## src/sv/alc_pkg.sv

```systemverilog
// ----------------------------------------------------------------------------
// alc_pkg
// Shared widths, register indexes and coefficient tables for the lux pipeline.
// ----------------------------------------------------------------------------
`default_nettype none

package alc_pkg;

  // raw count and scaled channel widths
  localparam int CNT_W   = 16;
  localparam int SCALE_W = 19;
  localparam int PROD_W  = CNT_W + SCALE_W;
  localparam int CH_W    = 25;
  localparam int CH_SCALE  = 10;
  localparam int LUX_FRAC  = 14;

  // segment table shape
  localparam int SEGMENTS = 8;
  localparam int SEG_W    = 3;
  localparam int COEF_W   = 10;
  localparam int LIM_W    = COEF_W + 1;
  localparam int RHS_W    = CH_W + LIM_W;
  localparam int TERM_W   = CH_W + COEF_W;
  localparam int LUX_W    = 16;

  // configuration register indexes
  localparam logic [1:0] CFG_ITIME    = 2'd0;
  localparam logic [1:0] CFG_PKG_CS   = 2'd1;
  localparam logic [1:0] CFG_CLIP_THR = 2'd2;

  // integration time codes
  localparam logic [1:0] ITIME_13MS  = 2'd0;
  localparam logic [1:0] ITIME_101MS = 2'd1;
  localparam logic [1:0] ITIME_402MS = 2'd2;

  // channel scale per integration time
  localparam logic [14:0] SCALE_13MS  = 15'h7517;
  localparam logic [14:0] SCALE_101MS = 15'h0FE7;
  localparam logic [14:0] SCALE_402MS = 15'h0400;

  // result status codes
  localparam logic STATUS_OK   = 1'b0;
  localparam logic STATUS_CLIP = 1'b1;

  typedef logic [COEF_W-1:0] coef_t;

  // scaled channels after stage one
  typedef struct packed {
    logic [CH_W-1:0] ch0;
    logic [CH_W-1:0] ch1;
    logic            clip;
  } chan_t;

  // channels with the chosen segment
  typedef struct packed {
    chan_t            chan;
    logic [SEG_W-1:0] seg;
  } segd_t;

  // ratio breakpoints
  function automatic coef_t seg_k(input logic cs, input logic [SEG_W-1:0] idx);
    coef_t k;
    k = '0;
    if (cs) begin
      unique case (idx)
        3'd0: k = 10'h043;
        3'd1: k = 10'h085;
        3'd2: k = 10'h0c8;
        3'd3: k = 10'h10a;
        3'd4: k = 10'h14d;
        3'd5: k = 10'h19a;
        3'd6: k = 10'h29a;
        default: k = 10'h3ff;
      endcase
    end else begin
      unique case (idx)
        3'd0: k = 10'h040;
        3'd1: k = 10'h080;
        3'd2: k = 10'h0c0;
        3'd3: k = 10'h100;
        3'd4: k = 10'h138;
        3'd5: k = 10'h19a;
        3'd6: k = 10'h29a;
        default: k = 10'h3ff;
      endcase
    end
    return k;
  endfunction

  // broadband coefficient per segment
  function automatic coef_t seg_b(input logic cs, input logic [SEG_W-1:0] idx);
    coef_t b;
    b = '0;
    if (cs) begin
      unique case (idx)
        3'd0: b = 10'h204;
        3'd1: b = 10'h228;
        3'd2: b = 10'h253;
        3'd3: b = 10'h282;
        3'd4: b = 10'h177;
        3'd5: b = 10'h101;
        3'd6: b = 10'h037;
        default: b = 10'h000;
      endcase
    end else begin
      unique case (idx)
        3'd0: b = 10'h1f2;
        3'd1: b = 10'h214;
        3'd2: b = 10'h23f;
        3'd3: b = 10'h270;
        3'd4: b = 10'h16f;
        3'd5: b = 10'h0d2;
        3'd6: b = 10'h018;
        default: b = 10'h000;
      endcase
    end
    return b;
  endfunction

  // infrared coefficient per segment
  function automatic coef_t seg_m(input logic cs, input logic [SEG_W-1:0] idx);
    coef_t m;
    m = '0;
    if (cs) begin
      unique case (idx)
        3'd0: m = 10'h1ad;
        3'd1: m = 10'h2c1;
        3'd2: m = 10'h363;
        3'd3: m = 10'h3df;
        3'd4: m = 10'h1dd;
        3'd5: m = 10'h127;
        3'd6: m = 10'h02b;
        default: m = 10'h000;
      endcase
    end else begin
      unique case (idx)
        3'd0: m = 10'h1be;
        3'd1: m = 10'h2d1;
        3'd2: m = 10'h37b;
        3'd3: m = 10'h3fe;
        3'd4: m = 10'h1fc;
        3'd5: m = 10'h0fb;
        3'd6: m = 10'h012;
        default: m = 10'h000;
      endcase
    end
    return m;
  endfunction

endpackage

`default_nettype wire

```

## src/sv/alc_if.sv

```systemverilog
// ----------------------------------------------------------------------------
// alc_if
// Valid/ready channels for raw readings and lux results.
// ----------------------------------------------------------------------------
`default_nettype none

interface alc_in_if;
  logic                     valid;
  logic                     ready;
  logic [alc_pkg::CNT_W-1:0] broadband_count;
  logic [alc_pkg::CNT_W-1:0] infrared_count;
  logic                     gain_high;

  modport source (output valid, output broadband_count, output infrared_count,
                  output gain_high, input ready);
  modport sink   (input valid, input broadband_count, input infrared_count,
                  input gain_high, output ready);
endinterface

interface alc_out_if;
  logic                     valid;
  logic                     ready;
  logic [alc_pkg::LUX_W-1:0] lux_value;
  logic                     result_status;

  modport source (output valid, output lux_value, output result_status, input ready);
  modport sink   (input valid, input lux_value, input result_status, output ready);
endinterface

`default_nettype wire

```

## src/sv/ambient_light_lux_calc.sv

```systemverilog
// ----------------------------------------------------------------------------
// ambient_light_lux_calc
// Integer lux from broadband and infrared counts, five-stage pipeline.
// ----------------------------------------------------------------------------
//  channel   dir  handshake      word
//  in_ch     in   valid/ready    broadband_count, infrared_count, gain_high
//  out_ch    out  valid/ready    lux_value, result_status
//  cfg_*     in   cfg_we only    cfg_index, cfg_wdata
//
//  one word per cycle while out_ch.ready holds; each word passes every stage register
//  stages: count scaling, breakpoint products, segment select, coefficient
//  products, round and saturate; the multiplier stages set the clock
//  synchronous active-low reset clears valid bits and loads register defaults
//  each stage holds under back-pressure and empty stages fill in, so bubbles close
// ----------------------------------------------------------------------------
`default_nettype none

module ambient_light_lux_calc (
  input  wire logic                       clk,
  input  wire logic                       rst_n,
  alc_in_if.sink                          in_ch,
  alc_out_if.source                       out_ch,
  input  wire logic                       cfg_we,
  input  wire logic [1:0]                 cfg_index,
  input  wire logic [alc_pkg::CNT_W-1:0]  cfg_wdata
);

  logic [1:0]                itime_r;
  logic                      pkg_cs_r;
  logic [alc_pkg::CNT_W-1:0] clip_thr_r;

  logic                      a_valid;
  logic                      a_ready;
  alc_pkg::chan_t            a_data;
  logic                      c_valid;
  logic                      c_ready;
  alc_pkg::segd_t            c_data;

  // configuration registers
  always_ff @(posedge clk) begin
    if (!rst_n) begin
      itime_r    <= alc_pkg::ITIME_402MS;
      pkg_cs_r   <= 1'b0;
      clip_thr_r <= 16'd65000;
    end else if (cfg_we) begin
      unique case (cfg_index)
        alc_pkg::CFG_ITIME:    itime_r    <= cfg_wdata[1:0];
        alc_pkg::CFG_PKG_CS:   pkg_cs_r   <= cfg_wdata[0];
        alc_pkg::CFG_CLIP_THR: clip_thr_r <= cfg_wdata;
        default: ;
      endcase
    end
  end

  // scaling stage
  alc_scale u_scale (
    .clk      (clk),
    .rst_n    (rst_n),
    .in_ch    (in_ch),
    .itime    (itime_r),
    .clip_thr (clip_thr_r),
    .dn_valid (a_valid),
    .dn_ready (a_ready),
    .dn_data  (a_data)
  );

  // segment selection stages
  alc_seg u_seg (
    .clk      (clk),
    .rst_n    (rst_n),
    .pkg_cs   (pkg_cs_r),
    .up_valid (a_valid),
    .up_ready (a_ready),
    .up_data  (a_data),
    .dn_valid (c_valid),
    .dn_ready (c_ready),
    .dn_data  (c_data)
  );

  // lux stages
  alc_lux u_lux (
    .clk      (clk),
    .rst_n    (rst_n),
    .pkg_cs   (pkg_cs_r),
    .up_valid (c_valid),
    .up_ready (c_ready),
    .up_data  (c_data),
    .out_ch   (out_ch)
  );

endmodule

`default_nettype wire

```

## src/sv/alc_scale.sv

```systemverilog
// ----------------------------------------------------------------------------
// alc_scale
// Stage one: clip detect and scaling of both counts for time and gain.
// ----------------------------------------------------------------------------
`default_nettype none

module alc_scale (
  input  wire logic                        clk,
  input  wire logic                        rst_n,
  alc_in_if.sink                           in_ch,
  input  wire logic [1:0]                  itime,
  input  wire logic [alc_pkg::CNT_W-1:0]   clip_thr,
  output logic                             dn_valid,
  input  wire logic                        dn_ready,
  output alc_pkg::chan_t                   dn_data
);

  logic                         v_r;
  logic                         en;
  logic [14:0]                  scale_base;
  logic [alc_pkg::SCALE_W-1:0]  scale;
  logic [alc_pkg::PROD_W-1:0]   prod0;
  logic [alc_pkg::PROD_W-1:0]   prod1;
  alc_pkg::chan_t               data_nxt;
  alc_pkg::chan_t               data_r;

  // stage moves when empty or when downstream takes
  assign en          = !v_r || dn_ready;
  assign in_ch.ready = en;

  // scale for integration time, code 3 behaves as 402 ms
  always_comb begin
    unique case (itime)
      alc_pkg::ITIME_13MS:  scale_base = alc_pkg::SCALE_13MS;
      alc_pkg::ITIME_101MS: scale_base = alc_pkg::SCALE_101MS;
      default:              scale_base = alc_pkg::SCALE_402MS;
    endcase
  end

  // low gain needs 16x more scale
  assign scale = in_ch.gain_high ? {4'b0000, scale_base} : {scale_base, 4'b0000};

  assign prod0 = alc_pkg::PROD_W'(in_ch.broadband_count) * alc_pkg::PROD_W'(scale);
  assign prod1 = alc_pkg::PROD_W'(in_ch.infrared_count) * alc_pkg::PROD_W'(scale);

  always_comb begin
    data_nxt.ch0  = prod0[alc_pkg::CH_SCALE +: alc_pkg::CH_W];
    data_nxt.ch1  = prod1[alc_pkg::CH_SCALE +: alc_pkg::CH_W];
    data_nxt.clip = (in_ch.broadband_count > clip_thr) || (in_ch.infrared_count > clip_thr);
  end

  // valid bit
  always_ff @(posedge clk) begin
    if (!rst_n) begin
      v_r <= 1'b0;
    end else if (en) begin
      v_r <= in_ch.valid;
    end
  end

  // payload
  always_ff @(posedge clk) begin
    if (en && in_ch.valid) begin
      data_r <= data_nxt;
    end
  end

  assign dn_valid = v_r;
  assign dn_data  = data_r;

endmodule

`default_nettype wire

```

## src/sv/alc_seg.sv

```systemverilog
// ----------------------------------------------------------------------------
// alc_seg
// Stages two and three: ratio breakpoint products, then segment select.
// ----------------------------------------------------------------------------
`default_nettype none

module alc_seg (
  input  wire logic            clk,
  input  wire logic            rst_n,
  input  wire logic            pkg_cs,
  input  wire logic            up_valid,
  output logic                 up_ready,
  input  wire alc_pkg::chan_t  up_data,
  output logic                 dn_valid,
  input  wire logic            dn_ready,
  output alc_pkg::segd_t       dn_data
);

  localparam int NLIM = alc_pkg::SEGMENTS - 1;

  logic                        vb_r;
  logic                        vc_r;
  logic                        en_b;
  logic                        en_c;
  alc_pkg::chan_t              chan_b_r;
  logic [alc_pkg::RHS_W-1:0]   rhs_nxt [NLIM];
  logic [alc_pkg::RHS_W-1:0]   rhs_r   [NLIM];
  logic [alc_pkg::RHS_W-1:0]   lhs;
  logic [NLIM-1:0]             below;
  logic [alc_pkg::SEG_W-1:0]   seg_nxt;
  alc_pkg::segd_t              data_c_r;

  assign en_c     = !vc_r || dn_ready;
  assign en_b     = !vb_r || en_c;
  assign up_ready = en_b;

  // ratio q = floor(ch1*1024/ch0); rounded ratio <= k exactly when ch1*1024 < (2k+1)*ch0
  always_comb begin
    for (int i = 0; i < NLIM; i++) begin
      rhs_nxt[i] = alc_pkg::RHS_W'(up_data.ch0) *
                   alc_pkg::RHS_W'({alc_pkg::seg_k(pkg_cs, alc_pkg::SEG_W'(i)), 1'b1});
    end
  end

  // stage two registers
  always_ff @(posedge clk) begin
    if (!rst_n) begin
      vb_r <= 1'b0;
    end else if (en_b) begin
      vb_r <= up_valid;
    end
  end

  always_ff @(posedge clk) begin
    if (en_b && up_valid) begin
      chan_b_r <= up_data;
      rhs_r    <= rhs_nxt;
    end
  end

  // compare against each breakpoint
  assign lhs = {1'b0, chan_b_r.ch1, {alc_pkg::CH_SCALE{1'b0}}};

  always_comb begin
    for (int i = 0; i < NLIM; i++) begin
      below[i] = lhs < rhs_r[i];
    end
  end

  // first breakpoint not exceeded, zero broadband means ratio zero
  always_comb begin
    seg_nxt = alc_pkg::SEG_W'(NLIM);
    for (int i = NLIM - 1; i >= 0; i--) begin
      if (below[i]) begin
        seg_nxt = alc_pkg::SEG_W'(i);
      end
    end
    if (chan_b_r.ch0 == '0) begin
      seg_nxt = '0;
    end
  end

  // stage three registers
  always_ff @(posedge clk) begin
    if (!rst_n) begin
      vc_r <= 1'b0;
    end else if (en_c) begin
      vc_r <= vb_r;
    end
  end

  always_ff @(posedge clk) begin
    if (en_c && vb_r) begin
      data_c_r.chan <= chan_b_r;
      data_c_r.seg  <= seg_nxt;
    end
  end

  assign dn_valid = vc_r;
  assign dn_data  = data_c_r;

endmodule

`default_nettype wire

```

## src/sv/alc_lux.sv

```systemverilog
// ----------------------------------------------------------------------------
// alc_lux
// Stages four and five: coefficient products, then difference, round, saturate.
// ----------------------------------------------------------------------------
`default_nettype none

module alc_lux (
  input  wire logic            clk,
  input  wire logic            rst_n,
  input  wire logic            pkg_cs,
  input  wire logic            up_valid,
  output logic                 up_ready,
  input  wire alc_pkg::segd_t  up_data,
  alc_out_if.source            out_ch
);

  localparam int SUM_W = alc_pkg::TERM_W + 1;
  localparam int SHR_W = SUM_W - alc_pkg::LUX_FRAC;

  logic                         vd_r;
  logic                         ve_r;
  logic                         en_d;
  logic                         en_e;
  logic [alc_pkg::TERM_W-1:0]   pos_r;
  logic [alc_pkg::TERM_W-1:0]   neg_r;
  logic                         clip_d_r;
  logic [alc_pkg::TERM_W-1:0]   diff;
  logic [SUM_W-1:0]             rnd;
  logic [SHR_W-1:0]             shr;
  logic [alc_pkg::LUX_W-1:0]    lux_nxt;
  logic [alc_pkg::LUX_W-1:0]    lux_r;
  logic                         status_r;

  assign en_e     = !ve_r || out_ch.ready;
  assign en_d     = !vd_r || en_e;
  assign up_ready = en_d;

  // stage four: both coefficient products
  always_ff @(posedge clk) begin
    if (!rst_n) begin
      vd_r <= 1'b0;
    end else if (en_d) begin
      vd_r <= up_valid;
    end
  end

  always_ff @(posedge clk) begin
    if (en_d && up_valid) begin
      pos_r    <= alc_pkg::TERM_W'(up_data.chan.ch0) *
                  alc_pkg::TERM_W'(alc_pkg::seg_b(pkg_cs, up_data.seg));
      neg_r    <= alc_pkg::TERM_W'(up_data.chan.ch1) *
                  alc_pkg::TERM_W'(alc_pkg::seg_m(pkg_cs, up_data.seg));
      clip_d_r <= up_data.chan.clip;
    end
  end

  // clamp at zero, round half up, saturate to 16 bits; a clipped reading gives zero
  assign diff = (pos_r > neg_r) ? (pos_r - neg_r) : '0;
  assign rnd  = SUM_W'(diff) + SUM_W'(1 << (alc_pkg::LUX_FRAC - 1));
  assign shr  = rnd[SUM_W-1:alc_pkg::LUX_FRAC];

  always_comb begin
    if (clip_d_r) begin
      lux_nxt = '0;
    end else if (shr[SHR_W-1:alc_pkg::LUX_W] != '0) begin
      lux_nxt = '1;
    end else begin
      lux_nxt = shr[alc_pkg::LUX_W-1:0];
    end
  end

  // stage five: output word
  always_ff @(posedge clk) begin
    if (!rst_n) begin
      ve_r <= 1'b0;
    end else if (en_e) begin
      ve_r <= vd_r;
    end
  end

  always_ff @(posedge clk) begin
    if (en_e && vd_r) begin
      lux_r    <= lux_nxt;
      status_r <= clip_d_r ? alc_pkg::STATUS_CLIP : alc_pkg::STATUS_OK;
    end
  end

  assign out_ch.valid         = ve_r;
  assign out_ch.lux_value     = lux_r;
  assign out_ch.result_status = status_r;

endmodule

`default_nettype wire
```

## src/flat_wrapper.sv

```systemverilog
// flat-port wrapper written by rule: the top's interface ports become plain ports
module ambient_light_lux_calc_flat 
  (clk, rst_n, cfg_we, cfg_index, cfg_wdata, in_ch_valid, in_ch_broadband_count, in_ch_infrared_count, in_ch_gain_high, in_ch_ready, out_ch_valid, out_ch_lux_value, out_ch_result_status, out_ch_ready);
  alc_in_if in_ch_i ();
  alc_out_if out_ch_i ();
  input  wire logic clk;
  input  wire logic rst_n;
  input  wire logic cfg_we;
  input  wire logic [1:0] cfg_index;
  input  wire logic [alc_pkg::CNT_W-1:0] cfg_wdata;
  input wire logic [$bits(in_ch_i.valid)-1:0] in_ch_valid;
  input wire logic [$bits(in_ch_i.broadband_count)-1:0] in_ch_broadband_count;
  input wire logic [$bits(in_ch_i.infrared_count)-1:0] in_ch_infrared_count;
  input wire logic [$bits(in_ch_i.gain_high)-1:0] in_ch_gain_high;
  output wire logic [$bits(in_ch_i.ready)-1:0] in_ch_ready;
  output wire logic [$bits(out_ch_i.valid)-1:0] out_ch_valid;
  output wire logic [$bits(out_ch_i.lux_value)-1:0] out_ch_lux_value;
  output wire logic [$bits(out_ch_i.result_status)-1:0] out_ch_result_status;
  input wire logic [$bits(out_ch_i.ready)-1:0] out_ch_ready;
  assign in_ch_i.valid = in_ch_valid;
  assign in_ch_i.broadband_count = in_ch_broadband_count;
  assign in_ch_i.infrared_count = in_ch_infrared_count;
  assign in_ch_i.gain_high = in_ch_gain_high;
  assign in_ch_ready = in_ch_i.ready;
  assign out_ch_valid = out_ch_i.valid;
  assign out_ch_lux_value = out_ch_i.lux_value;
  assign out_ch_result_status = out_ch_i.result_status;
  assign out_ch_i.ready = out_ch_ready;
  ambient_light_lux_calc u_core (.clk(clk), .rst_n(rst_n), .in_ch(in_ch_i), .out_ch(out_ch_i), .cfg_we(cfg_we), .cfg_index(cfg_index), .cfg_wdata(cfg_wdata));
endmodule
```

## config.mk

```make
export PLATFORM = sky130hd
export DESIGN_NAME = ambient_light_lux_calc_flat
export DESIGN_NICKNAME = d
export VERILOG_FILES = /design/src/sv/alc_pkg.sv /design/src/sv/alc_if.sv /design/src/sv/ambient_light_lux_calc.sv /design/src/sv/alc_scale.sv /design/src/sv/alc_seg.sv /design/src/sv/alc_lux.sv /design/src/flat_wrapper.sv
export SDC_FILE = /design/constraint.sdc
export NUM_CORES = 2
export LEC_CHECK = 0
export BUFFER_PORTS_ARGS = -buffer_cell sky130_fd_sc_hd__buf_2
export CAP_MARGIN = 40
export CORE_MARGIN = 1.5
export CORE_UTILIZATION = 60
export DETAILED_ROUTE_END_ITERATION = 10
export PLACE_DENSITY = 0.79
export REMOVE_ABC_BUFFERS = 1
export SYNTH_ARGS = -nofsm -noshare
export SYNTH_HDL_FRONTEND = slang
export SYNTH_HIERARCHICAL = 1
export SYNTH_SLANG_ARGS = --single-unit
```

## constraint.sdc

```tcl
create_clock -name clk -period 8.1 [get_ports clk]
set_input_delay 1.215 -clock clk [delete_from_list [all_inputs] [get_ports clk]]
set_output_delay 1.215 -clock clk [all_outputs]
set_load 0.005 [all_outputs]
```

After elaboration in Yosys (flattened, before gate mapping)
Index checks and enable logic that the tools add are counted.

operators by class
  bitwise operators = 0
  eq/ne operators = 9
  add/sub/neg operators = 2
  reduce and logical (&&, ||, !) cells = 27
  div/mod/pow operators = 0
  multipliers = 11
  shifts and indexed selects = 0
  muxes and demuxes = 24
  magnitude comparators = 10

operator list
  cell                                                  number
  one-hot mux 10 bit (7 select lines)                   4
  less-than comparator 35 x 36 -> 1 bit                 7
  multiplier 25 x 11 -> 36 bit                          5
  multiplier 16 x 19 -> 35 bit                          2
  multiplier 25 x 10 -> 35 bit                          2
  2-to-1 mux 10 bit                                     4
  adder 35 x 14 -> 36 bit (second input constant)       1
  multiplier 25 x 11 -> 36 bit (second input constant)  1
  greater-than comparator 35 bit                        1
  multiplier 25 x 10 -> 35 bit (second input constant)  1
  2-to-1 mux 35 bit                                     1
  subtractor 35 bit                                     1
  greater-than comparator 16 bit                        2
  one-hot mux 15 bit (2 select lines)                   1
  logical NOT 25 bit                                    1
  2-to-1 mux 19 bit                                     1
  2-to-1 mux 16 bit                                     1
  equality test 3 bit (second input constant)           3
  2-to-1 mux 3 bit                                      3
  2-to-1 mux 4 bit                                      2
  2-to-1 mux 7 bit                                      1
  equality test 3 x 2 -> 1 bit (second input constant)  2
  logical OR 1 bit                                      6
  2-to-1 mux 2 bit                                      3
  13 further kinds                                      27

storage, ports and cells
  bits in writable memories = 0
  bits in registers = 520
  output and inout port bits = 19
  word-level logic and storage cells = 115
  bits in latches = 0
  input port bits = 56
  memories = 0
  bits in read-only memories = 0

Depth between registers and ports, before layout
  word-level depth = 7
  gate-level depth with buffers = 30
  mapped depth without buffers = 28

Cells and area by module
Netlist, hierarchy kept.

by module, submodules not included
  module                  instances  sequential area each (um^2)  area each (um^2)  cells an instance
  alc_seg                 1          9979.6                       41796.3           4076
  alc_lux                 1          2682.6                       21164.0           2330
  alc_scale               1          1551.5                       20329.5           2151
  ambient_light_lux_calc  1          380.4                        865.8             84

Worst setup path after synthesis
Ideal clock, no wire load.

  path type = input port to flip-flop
  start = input port out_ch_ready
  end = register u_core/u_seg/chan_b_r[0] (netlist name) (enable)
  arrival = 7.747 ns
  buffers on the path = 0
  setup time = 0.672 ns
  required time = 7.428 ns
  stages = 5
  path slack = -0.319 ns
  path through = nor2b_1 -> nand2_1 -> nor2b_1 -> nand2_1 -> and2_1

on the way
  longest elaborated chain between the ends = 5

ends and longest elaborated chain
  item                  RTL line                      source
  start, declared       flat_wrapper.sv:19            input wire logic [$bits(out_ch_i.ready)-1:0] out_ch_ready;
  logical OR 1 bit      alc_lux.sv:34                 assign en_e = !ve_r || out_ch.ready;
  logical OR 1 bit      alc_lux.sv:35                 assign en_d = !vd_r || en_e;
  net u_core.c_ready    ambient_light_lux_calc.sv:36  logic c_ready;
  logical OR 1 bit      alc_seg.sv:33                 assign en_c = !vc_r || dn_ready;
  logical OR 1 bit      alc_seg.sv:34                 assign en_b = !vb_r || en_c;
  net u_core.a_ready    ambient_light_lux_calc.sv:33  logic a_ready;
  logical AND 1 bit     alc_seg.sv:55                 if (en_b && up_valid) begin
  end signal, assigned  alc_seg.sv:56                 chan_b_r <= up_data;
  end, declared         alc_seg.sv:25                 alc_pkg::chan_t chan_b_r;

The timed path passes the listed nets, and every way through them passes these cells.
A chain may end at the register's enable or synchronous reset.

Worst setup path after layout
  start = register u_core.u_seg.data_c_r (netlist bit u_core/u_seg/dn_data[2])
  end = register u_core/u_lux/pos_r[34] (netlist name) (data pin)

on the way
  longest elaborated chain between the ends = 5
  elaborated cells on any way between the ends = 12
  those cells by class = 1 x mul; 6 x eq/ne; 4 x mux; 1 x reduce/logical

ends and longest elaborated chain
  item                                                           RTL line                       source
  start, declared                                                alc_seg.sv:31                  alc_pkg::segd_t data_c_r;
  equality test 3 bit, or another cell as far along              alc_pkg.sv:95, alc_pkg.sv:106
  one-hot mux 10 bit (7 select lines), on equally long branches  alc_pkg.sv:106, alc_pkg.sv:95
  2-to-1 mux 10 bit *                                            alc_pkg.sv:94                  if (cs) begin
  2-to-1 mux 10 bit *                                            alc_lux.sv:48                  if (en_d && up_valid) begin
  multiplier 25 x 10 -> 35 bit *                                 alc_lux.sv:49                  pos_r <= alc_pkg::TERM_W'(up_data.chan.ch0) *
  end signal, assigned                                           alc_lux.sv:49
  end, declared                                                  alc_lux.sv:24                  logic [alc_pkg::TERM_W-1:0] pos_r;

Mark *: on every way between the ends. The rest lies on a longest branch, timed or not. The select of a mux whose other input is x is not followed.

==> flow_summary.ini <==
[timing]
min_period_ns = 7.63
finalHoldViolCount = 0
slew-limit-headroom = 0.340
tightest_slew_ns = 0.989
setup_viol_count_final = 0
fin_skew_ns = 0.0244
max_freq_mhz = 131
min_period_over_period = 0.943
slew_viol_final = 0
whs_ns = 0.418
final.setup.tns_ns = 0
fin_ws_ns = 0.465

[die]
die_y_um = 378
core_region_area_um2 = 139000
dieArea_um2 = 143000
rows = 137
ioPinCount = 75
start_util = 0.604
die_w_um = 378

[grt]
grt_pass1_vias = 64900
grt_max_degree = 140
antenna_found_initial = 2
grt_pass1_wl_mm = 350
grt-ovfl-total = 0
grt_usage = 0.318

[cells_and_area]
final_layout_size_suffix_gt1_frac = 0.0522
stdcell_count = 10600
syn_to_final_growth_pct = 5.99
nets = 11200
n_fill_cell = 11000

[synth]
syn_avg_cell_area_um2 = 9.74
synth_edf_count = 470
seq_area_frac_synth = 0.173
yosys_warnings = 6
yosys-top-cells-area = fa_1, ha_1, edfxtp_1
ys_async_sr_fraction = 0
synth.distinct_cells = 127
syn_inst = 8641
ys_ff_latch = 494
yosysMostFrequentCell = inv_1
syn_area_um2 = 84200
ys_top_cells_by_count = inv_1, fa_1, ha_1
synth_ff_type = edfxtp_1
synth_top_area_cell = fa_1
yosys.area.top_type_share = 0.300

[cts]
ctsHoldBuffers = 0
cts_tree = yes
clk_pin_slew_ns = 0.06
clk_latency_ns = 0.68
clk_root_buffer_cell = clkbuf_16
clockBufferDepth = 3
cts_buffers = 58
htreeDepth = 2
cts_sinks = 494

[worst_hold_path]
min-delay-start = u_core/u_scale/dn_data[15]
hp-class = flop to flop

[placement]
hpwl_mm = 184
dp.cells = 10500
place_congestion = 0.979
place_ws_ns = 0.168
port_buffers = 74

[drt]
drt_iter0_markers = 4530
via_per_inst = 5.75
drt_pass1_iterations = 8
vias = 61100
drt-total-wl_mm = 221
ant_nets = 0
wl_per_cell_um = 20.8
drc = 0

[critical_path]
critical_path_buf_inv_count = 5
arrival_ns = 8.07
path_delay_family = adder cells
critPathSlowestCell = edfxtp_1
cp-startpoint = u_core/u_seg/dn_data[2]
critPathMaxStageDelay_ns = 0.57
r2r-start = u_core/u_seg/dn_data[2]
crit_type = flop to flop
critPathCaptureType = flop
worst-path-max-fanout = 15
start_kind = flop
cp.required_ns = 8.53
crit_top_cell = fa_1

[job]
drv_cap = 0

[outcome]
status = finished clean
## timing repair
item / in CTS / in global routing
setup buffers: 0 / 0
resized for setup: 0 / 7
setup endpoints to repair: 0 / 5
## metal layers
metal,GRT usage,up-vias,wire length [um]
met5,0,-,0
met4,0.141,0,10800
met3,0.0601,496,18300
met2,0.527,2359,105000
met1,0.405,30400,87500
li1,-,27800,-
## flip-flops by register name, summed over array words and instances, names as in the netlist
register / count
u_core/u_seg/vb_r: 1
u_core/u_lux/clip_d_r: 1
u_core/u_lux/pos_r: 35
u_core/u_lux/out_ch.lux_value: 16
u_core/u_seg/dn_valid: 1
u_core/itime_r: 2
u_core/u_lux/out_ch.valid: 1
u_core/u_seg/chan_b_r: 51
u_core/pkg_cs_r: 1
u_core/u_lux/neg_r: 35
u_core/u_scale/dn_data: 51
u_core/u_seg/rhs_r: 226
u_core/clip_thr_r: 16
u_core/u_lux/out_ch.result_status: 1
u_core/u_scale/dn_valid: 1
u_core/u_lux/vd_r: 1
u_core/u_seg/dn_data: 54
## final timing paths
path / to / slack, ns / cells after the start
worst max register to register: u_core/u_lux/pos_r[34] / 0.47 / 25
worst max-delay path: u_core/u_lux/pos_r[34] / 0.47 / 25
worst min-delay path: u_core/u_seg/chan_b_r[15] / 0.42 / 0
worst min register to register: u_core/u_seg/chan_b_r[15] / 0.42 / 0
## cell families (layout without fill, tap and decap cells)
kind of cell               after synthesis  count (layout)  share of synthesized area
and+or+nand+nor                       1880            1880                      0.111
DFF                                    494             494                      0.173
other                                    0               2                          0
muxes                                   11              11                    0.00132
AOI/OAI and AO/OA                     1189            1189                     0.0953
xor gates and xnor gates               374             374                     0.0391
adders and majority gates             2460            2460                      0.478
buffers and inverters                 2233            2344                      0.101
## through the flow
| step | util | area (um^2) |
|---|---|---|
| finish | 0.640 | 89200 |
| global route | 0.640 | 89200 |
| CTS | 0.640 | 89200 |
| detailed placement | 0.626 | 87300 |
| global placement | 0.625 | 87000 |
| floorplan | - | 83200 |
## area by class of cell
cell class / instances / area (um^2) / area share
Clock buffer: 62 / 1470 / 0.0164
Multi-Input combinational cell: 5914 / 61200 / 0.686
Clock inverter: 48 / 437 / 0.00490
Timing Repair Buffer: 224 / 1650 / 0.0185
Inverter: 2010 / 7540 / 0.0846
Tap cell: 1876 / 2350 / 0.0263
Antenna cell: 2 / 5.00 / 0.0000561
Sequential cell: 494 / 14600 / 0.164
## placed cells by master (no fill, tap or decap), types with 15 or more instances in the layout
cell type and count:
buf_2 74, or3_1 18, nor3_1 63, xnor2_1 260, buf_4 141, nand4b_1 17, a21oi_2 20, dfxtp_1 23
inv_1 2009, nor2b_1 98, a21oi_1 350, a211oi_1 50, nor2_1 257, o21a_1 65, nand3_1 75, o211ai_1 23
o21ai_0 177, nand2_1 722, ha_1 1197, and2_1 354, a21o_1 182, fa_1 1263, nor4_1 21, nand4_1 72
nand2b_1 49, and3_1 47, edfxtp_1 470, xor2_1 112, clkbuf_16 58, o21bai_1 55, o21ai_1 15, a31oi_1 37
o31ai_1 16
Power is not shown: default switching activity piles up to over one toggle a cycle in this logic, so the estimate is an artifact.
